## src/rtl/acbm_pkg.sv

```systemverilog
// ----------------------------------------------------------------------------
// ARGB channel blend/multiply package
// Scale format constants and the per-channel operation type.
// ----------------------------------------------------------------------------
package acbm_pkg;

    // Fractional bits of the blend scale; ONE_VAL stands for 1.0
    localparam int unsigned SCALE_FRAC_BITS = 8;
    localparam int unsigned ONE_VAL         = 1 << SCALE_FRAC_BITS;

    // Field widths
    localparam int unsigned CHAN_W  = 8;
    localparam int unsigned COLOR_W = 32;
    localparam int unsigned NUM_CH  = COLOR_W / CHAN_W;
    localparam int unsigned SCALE_W = 9;

    // Saturated weight width (holds 0..ONE_VAL) and compare width
    localparam int unsigned WT_W  = SCALE_FRAC_BITS + 1;
    localparam int unsigned CMP_W = (WT_W > SCALE_W) ? WT_W : SCALE_W;

    // Product widths: a*(ONE-s) and y*s, where y = b<<8 or a*b
    localparam int unsigned PX_W  = CHAN_W + WT_W;
    localparam int unsigned Y_W   = 2 * CHAN_W;
    localparam int unsigned PY_W  = Y_W + WT_W;
    localparam int unsigned SUM_W = PY_W;
    localparam int unsigned RES_LSB = CHAN_W + SCALE_FRAC_BITS;

    // Operation applied to every channel of one item
    typedef struct packed {
        logic               blend;
        logic [SCALE_W-1:0] scale;
    } chan_op_t;

endpackage

```

## src/rtl/acbm_chan.sv

```systemverilog
// ----------------------------------------------------------------------------
// ARGB channel datapath
// Three-stage pipeline for one 8-bit channel: weights, products, sum/shift.
// ----------------------------------------------------------------------------
module acbm_chan (
    input  logic                          clk,
    input  acbm_pkg::chan_op_t            op,
    input  logic [acbm_pkg::CHAN_W-1:0]   a,
    input  logic [acbm_pkg::CHAN_W-1:0]   b,
    output logic [acbm_pkg::CHAN_W-1:0]   chan_out
);
    import acbm_pkg::*;

    logic [CMP_W-1:0]  scale_ext;
    logic [WT_W-1:0]   s_sat;

    logic [CHAN_W-1:0] a_reg,  a_next;
    logic [Y_W-1:0]    y_reg,  y_next;
    logic [WT_W-1:0]   w0_reg, w0_next;
    logic [WT_W-1:0]   w1_reg, w1_next;

    logic [PX_W-1:0]   px_reg, px_next;
    logic [PY_W-1:0]   py_reg, py_next;

    logic [SUM_W-1:0]  sum;
    logic [CHAN_W-1:0] res_reg, res_next;

    // Stage 1: saturate the scale, form the target term
    always_comb
    begin
        scale_ext = CMP_W'(op.scale);
        if (scale_ext > CMP_W'(ONE_VAL))
        begin
            s_sat = WT_W'(ONE_VAL);
        end
        else
        begin
            s_sat = scale_ext[WT_W-1:0];
        end
        a_next  = a;
        w1_next = s_sat;
        w0_next = WT_W'(ONE_VAL) - s_sat;
        // Blend target is b scaled by 256, multiply target is a*b
        if (op.blend)
        begin
            y_next = {b, CHAN_W'(0)};
        end
        else
        begin
            y_next = Y_W'(a) * Y_W'(b);
        end
    end

    // Stage 2: weight both end points
    always_comb
    begin
        px_next = PX_W'(a_reg) * PX_W'(w0_reg);
        py_next = PY_W'(y_reg) * PY_W'(w1_reg);
    end

    // Stage 3: sum and take the exact floor
    always_comb
    begin
        sum      = {px_reg, CHAN_W'(0)} + py_reg;
        res_next = sum[RES_LSB +: CHAN_W];
    end

    // Advance the payload every cycle; valid bits live in the top level
    always_ff @(posedge clk)
    begin
        a_reg   <= a_next;
        y_reg   <= y_next;
        w0_reg  <= w0_next;
        w1_reg  <= w1_next;
        px_reg  <= px_next;
        py_reg  <= py_next;
        res_reg <= res_next;
    end

    assign chan_out = res_reg;

endmodule

```

## src/rtl/argb_channel_blend_multiply.sv

```systemverilog
// ----------------------------------------------------------------------------
// ARGB channel blend/multiply
// Blends or modulates two packed ARGB colors channel by channel.
//
//   Channel  | Handshake     | Fields
//   ---------+---------------+-------------------------------------------
//   command  | start / busy  | cmd, color_a, color_b, mix_scale
//   result   | done (strobe) | color_out
//
// One item is taken every cycle; busy stays low.
// Each accepted item passes in order through the weight, product and sum
// stages of each channel pipeline.
// Reset (rst_n, asynchronous) clears only the valid bits.
// The result is shown for one cycle with done high and cannot be held off.
// ----------------------------------------------------------------------------
module argb_channel_blend_multiply (
    input  logic                           clk,
    input  logic                           rst_n,
    input  logic                           start,
    output logic                           busy,
    input  logic                           cmd,
    input  logic [acbm_pkg::COLOR_W-1:0]   color_a,
    input  logic [acbm_pkg::COLOR_W-1:0]   color_b,
    input  logic [acbm_pkg::SCALE_W-1:0]   mix_scale,
    output logic                           done,
    output logic [acbm_pkg::COLOR_W-1:0]   color_out
);
    import acbm_pkg::*;

    chan_op_t op;
    logic     accept;
    logic     v1_reg, v1_next;
    logic     v2_reg, v2_next;
    logic     v3_reg, v3_next;

    // Pipeline never stalls, so the command side is always open
    assign busy   = 1'b0;
    assign accept = start & ~busy;

    assign op.blend = cmd;
    assign op.scale = mix_scale;

    // Channel pipelines, one per byte lane
    for (genvar ch = 0; ch < NUM_CH; ch++)
    begin : g_chan
        acbm_chan u_chan (
            .clk      (clk),
            .op       (op),
            .a        (color_a[ch*CHAN_W +: CHAN_W]),
            .b        (color_b[ch*CHAN_W +: CHAN_W]),
            .chan_out (color_out[ch*CHAN_W +: CHAN_W])
        );
    end

    // Advance the valid bits alongside the payload
    always_comb
    begin
        v1_next = accept;
        v2_next = v1_reg;
        v3_next = v2_reg;
    end

    always_ff @(posedge clk or negedge rst_n)
    begin
        if (!rst_n)
        begin
            v1_reg <= 1'b0;
            v2_reg <= 1'b0;
            v3_reg <= 1'b0;
        end
        else
        begin
            v1_reg <= v1_next;
            v2_reg <= v2_next;
            v3_reg <= v3_next;
        end
    end

    assign done = v3_reg;

endmodule

```

## config.mk

```make
export PLATFORM = sky130hd
export DESIGN_NAME = argb_channel_blend_multiply
export DESIGN_NICKNAME = d
export VERILOG_FILES = /design/src/rtl/acbm_pkg.sv /design/src/rtl/acbm_chan.sv /design/src/rtl/argb_channel_blend_multiply.sv
export SDC_FILE = /design/constraint.sdc
export NUM_CORES = 2
export LEC_CHECK = 0
export BUFFER_PORTS_ARGS = -buffer_cell sky130_fd_sc_hd__buf_2
export CELL_PAD_IN_SITES_DETAIL_PLACEMENT = 1
export CELL_PAD_IN_SITES_GLOBAL_PLACEMENT = 1
export CORE_ASPECT_RATIO = 0.8
export CORE_UTILIZATION = 50
export DETAILED_ROUTE_END_ITERATION = 8
export GPL_ROUTABILITY_DRIVEN = 0
export PLACE_DENSITY = 0.8
export SLEW_MARGIN = 20
export SYNTH_ARGS = -nofsm -noshare
export SYNTH_HDL_FRONTEND = slang
export SYNTH_SLANG_ARGS = --single-unit
```

## constraint.sdc

```tcl
create_clock -name clk -period 5.75 [get_ports clk]
set_input_delay 0.8625 -clock clk [delete_from_list [all_inputs] [get_ports clk]]
set_output_delay 0.8625 -clock clk [all_outputs]
set_load 0.005 [all_outputs]
```

=== Word level (Yosys, flattened, before mapping) ===
Index checks and enable logic that the tools add are counted.

* Register bits after elaboration: 309
* Logic and storage cells: 52
* Input bits: 77
* Output and inout port bits: 34

* Mux-type cells: 5
* Order comparisons: 1
* Multiply operators: 12
* Add/subtract/negate cells: 5

{| class="wikitable"
|+ Operators by type and width
! operator !! number
|-
| $add 24x24->24 || 4
|-
| $mul 16x9->24 || 4
|-
| $mul 8x8->16 || 4
|-
| $mul 8x9->16 || 4
|-
| $mux 16 || 4
|-
| $gt 9x9->1 const B || 1
|-
| $mux 9 || 1
|-
| $sub 9x9->9 const A || 1
|}

=== Logic depth before layout (Yosys ltp) ===
* Depth after elaboration: 3
* Gate-level depth with buffers: 21
* Gate-level depth less buffers: 19

=== Modules after synthesis ===
A second synthesis with hierarchy kept.

* Cell total of the unflattened synthesis: 4844
* Area, all modules: 43693.2 sq um

{| class="wikitable"
|+ By module, submodules not included
! module !! cells each !! instances !! seq. area each (sq um) !! area an instance (sq um)
|-
| acbm_chan (g_chan[3].u_chan) || 1222 || 1 || 1621.6 || 10938.0
|-
| acbm_chan (g_chan[1].u_chan) || 1219 || 1 || 1621.6 || 10919.2
|-
| acbm_chan (g_chan[0].u_chan) || 1203 || 1 || 1621.6 || 10896.7
|-
| acbm_chan (g_chan[2].u_chan) || 1195 || 1 || 1621.6 || 10852.9
|-
| argb_channel_blend_multiply || 5 || 1 || 75.1 || 86.3
|}

=== Worst setup path after synthesis ===
OpenSTA, ideal clock, no wires.

* Path kind: reg-to-reg
* Start: register g_chan[3].u_chan.w1_reg[2]
* End: register g_chan[3].u_chan.py_reg[23]
* Stages on the path, launching flop included: 21
* Path buffers: 2
* Arrival: 5.172 ns
* Period minus slack after synthesis: 5.292 ns
* Setup slack: 0.458 ns
* Library setup time: 0.121 ns
* Data required time: 5.629 ns
* Cell sequence: dfxtp_1 clkbuf_1 clkbuf_1 nand2_1 fa_1 inv_1 fa_1 fa_1 inv_1 fa_1 inv_1 ha_1 a2111oi_0 o21ai_0 o21a_1 a22o_1 o41a_1 a211o_1 a21oi_2 o21bai_1 xnor2_1

* Word-level cells in the longest chain between the ends: 1

{| class="wikitable"
|+ RTL lines
! element !! RTL line !! source
|-
| from (decl) || acbm_chan.sv:20 || <nowiki>logic [WT_W-1:0] w1_reg, w1_next;</nowiki>
|-
| from (signal assigned) || acbm_chan.sv:74 || <nowiki>w1_reg <= w1_next;</nowiki>
|-
| $mul 16x9->24 || acbm_chan.sv:58 || <nowiki>py_next = PY_W'(y_reg) * PY_W'(w1_reg);</nowiki>
|-
| net g_chan[3].u_chan.py_next[23] || acbm_chan.sv:23 || <nowiki>logic [PY_W-1:0] py_reg, py_next;</nowiki>
|-
| to (signal assigned) || acbm_chan.sv:76 || <nowiki>py_reg <= py_next;</nowiki>
|-
| to (decl) || acbm_chan.sv:23 ||
|}

The timed path passes the listed nets, and every way through them passes these cells.
A chain may end at the register's enable or synchronous reset.

=== Worst setup path in the final report ===
* Start: register g_chan[3].u_chan.w1_reg[5]
* End: register g_chan[3].u_chan.py_reg[23]

The elaborated chain is that of the path after synthesis.

==> results.ini <==
[floorplan]
core_um2=80900
start_util_pct=50.8
die_x_um=323
die_h_um=258
die_area_um2=83400
rows=93
boundaryPins=111

[worst_setup_path]
worstReg2RegStart=g_chan[3].u_chan.w1_reg[5]$_DFF_P_
crit_top_cell=fa_1
crit_path_end=g_chan[3].u_chan.py_reg[23]$_DFF_P_
cp.required_ps=6220
crit_path_top_delay_cell=dfxtp_2
critPathMaxStageDelay_ps=640
path_class=flop to flop
crit_fanout=24
ff2ff_setup_slack_ps=280
crit_path_cell_trace=and2_1, fa_1, fa_1, fa_1, inv_1, fa_1, inv_1, ha_1, a2111oi_0, o21ai_0, o21a_1, a22o_1, o41a_1, a211o_1, a21oi_2, o21bai_1, xnor2_1
r2r-end=g_chan[3].u_chan.py_reg[23]$_DFF_P_
critPathLaunchType=flop
worstPathArrival_ps=5940
cp-startpoint=g_chan[3].u_chan.w1_reg[5]$_DFF_P_
worst-r2r-cell-count=17
endpoint_kind=flop

[global_routing]
antenna_found_initial=9
grt_max_degree=57
grt_pass1_wl_um=186000
track_usage_pct=28.3
grt-ovfl-total=0
grt_pass1_vias=34756

[cells_and_area]
area_growth_pct=8.20
fill_cells=9487
layout-drive-gt1-share_pct=6.07
multiInputGateArea_um2=31600
seq_area_um2=5560
nets=5919

[synthesis]
syn_nets=5819
ys.flop_type=dfxtp_1
yosysSeqAreaShare_pct=13.5
synth-edff-count=0
synth_cells=4549
synthArstFlopShare_pct=1.09
synth_warnings=0
synth_seq_cells=276
avgSynthCellArea_um2=9.03
ys_types=69
synth_area_um2=41100

[power]
p_leak_nw=23.5
p_per_area_nw_per_um2=430
ir_drop_mv=0.309

[place]
io_buffers=109
dp_hpwl_um=92800

[sta]
fin_skew_ps=44.2
finalSetupViolCount=0
finalCritPeriodShare_pct=95.1
rsz0062_at_grt=no
worstMarginPinSlew_ps=965
slew_headroom_pct=34.0
hold_violations=0
fin_crit_ps=5470
max_freq_ghz=0.183
finalSetupTns_ps=0
finalMaxSlewViolations=0
hold_slack_ps=52.2

[flow_run]
drv_cap=0

[clock_network]
cts_inserted_buffers=37
cts_tree=built
h-tree-depth=2
cts_hold_buf=0
clock-sinks=276
cts.clk_slew.worst_paths_ps=70
cts_buffer_depth=3
clockRootBuffer=clkbuf_16
clk_latency_ps=610

[route]
avgViaCountPerCell=5.31
drtIter0Drc=1537
wirelength_um=114000
drt_pass1_iterations=5
route.detailed.wl_per_inst_um=19.8
ant_nets=0
route.vias.total=30619
drc=0

[min_path]
holdCritPathClass=primary input to asynchronous set/reset pin

[outcome]
status=finished clean

layout by cell type (no fill, tap or decap), drive strengths merged, types with 8 or more instances in the layout:
cell    Yosys  routed
clkinv      0       8
xnor2     127     127
a21oi      90      90
inv       936     941
o21ai      77      77
and2      621     621
dfxtp     273     273
nor3       51      51
xor2       59      59
clkbuf    114      48
o41a        8       8
or2         9       9
a31oi      11      11
nor2b      41      41
o21a       23      23
and3        8       8
nand3      21      21
nand2b     14      14
a21boi      9       9
fa        696     696
nor2      138     138
o21bai     12      12
a41o        9       9
a21o       30      30
buf         7     182
nand4      10      10
nand2     571     571
ha        497     497
routing by layer:
| metal | part of all wire [%] | GRT usage (%) |
|---|---|---|
| met5 | 0.011 | 0 |
| met4 | 1.8 | 5.75 |
| met3 | 6.0 | 4.77 |
| met2 | 47 | 46.9 |
| met1 | 46 | 39.1 |
critical path: cells and delay by family (launching register included):
family,cells,cell delay (ps)
adder cells (fa/ha/maj),5,2280
AO/OA/AOI/OAI,8,1950
buffers and inverters,2,100
AND/OR/NAND/NOR,1,210
XOR/XNOR,1,120
flip-flops,1,640
repair_timing:
item	in CTS	in global routing
setup buffers	0	1
resized for setup	0	3
endpoints found under the setup margin	0	4
through the flow:
| stage | area (um^2) | utilization, % | power, mW | worst slack (ps) | instances |
|---|---|---|---|---|---|
| 3_3_place_gp | 43100 | 53.3 | 15.7 | 369 | 5701 |
| 4_1_cts | 44400 | 54.9 | 19.2 | 212 | 5767 |
| 2_1_floorplan | 41100 | - | 12.5 | 458 | 4549 |
| 5_1_grt | 44500 | 55.0 | 21.1 | 23.8 | 5771 |
| 3_5_place_dp | 43100 | 53.3 | 16.5 | 274 | 5701 |
| 6_report | 44500 | 55.0 | 19.1 | 279 | 5771 |
logic make-up (layout without fill, tap and decap cells):
group	count (synthesis)	after routing	share of synthesized area, %
adder cells (fa/ha/maj)	1193	1193	49.0
AND/OR/NAND/NOR	1510	1510	18.6
XOR/XNOR	186	186	3.96
flip-flops	276	276	13.5
buffers and inverters	1057	1184	9.67
multiplexers	2	2	0.0548
other	1	4	0.00912
AO/OA/AOI/OAI	324	324	5.18
worst min-delay path by stage:
| stage | start | endpoint | slack, ps |
|---|---|---|---|
| global route | rst_n | done$_DFF_PN0_ | 40 |
| CTS | rst_n | done$_DFF_PN0_ | 30 |
| floorplan | v2_reg$_DFF_PN0_ | done$_DFF_PN0_ | 330 |
| global placement | v2_reg$_DFF_PN0_ | done$_DFF_PN0_ | 340 |
| finish | rst_n | done$_DFF_PN0_ | 50 |
| detailed placement | v1_reg$_DFF_PN0_ | v2_reg$_DFF_PN0_ | 340 |
synthesized netlist by cell type (all sizes together) (4+ instances only):
| cell | number | area [um^2] |
|---|---|---|
| nor2 | 138 | 518 |
| a21oi | 90 | 454 |
| a21boi | 9 | 67.6 |
| nand2b | 14 | 87.6 |
| buf | 7 | 32.5 |
| a21o | 30 | 225 |
| a41o | 9 | 90.1 |
| o21bai | 12 | 90.1 |
| a31oi | 11 | 68.8 |
| a41oi | 4 | 35.0 |
| or2 | 9 | 56.3 |
| o2111ai | 6 | 52.6 |
| nor4 | 6 | 43.8 |
| nor3 | 51 | 255 |
| o21a | 23 | 173 |
| xor2 | 59 | 517 |
| nand4 | 10 | 62.6 |
| o21ai | 77 | 385 |
| o41a | 8 | 90.1 |
| and2 | 621 | 3890 |
| dfxtp | 273 | 5470 |
| a31o | 6 | 52.6 |
| inv | 936 | 3510 |
| nor4bb | 4 | 40.0 |
| a211oi | 4 | 30.0 |
| nor2b | 41 | 257 |
| ha | 497 | 6220 |
| a2111oi | 4 | 35.0 |
| or3 | 5 | 31.3 |
| and3 | 8 | 55.1 |
| o31ai | 5 | 42.5 |
| nand2 | 571 | 2140 |
| nand3 | 21 | 105 |
| xnor2 | 127 | 1110 |
| clkbuf | 114 | 428 |
| fa | 696 | 13900 |
layout make-up:
class / instances / area share (%)
sequential: 276 / 12.5
inverter: 936 / 7.90
multi-input combinational: 3216 / 71.0
tap: 1092 / 3.07
antenna: 3 / 0.0169
clock inverter: 18 / 0.560
clock buffer: 48 / 2.36
timing repair buffer: 182 / 2.55
report_power, final:
| group | internal [mW] | leakage [nW] | switching (mW) |
|---|---|---|---|
| registers | 2.78 | 2.33 | 0.766 |
| clock network | 1.52 | 0.647 | 1.00 |
| logic | 5.59 | 20.5 | 7.48 |
(Power assumes the default switching activity.)
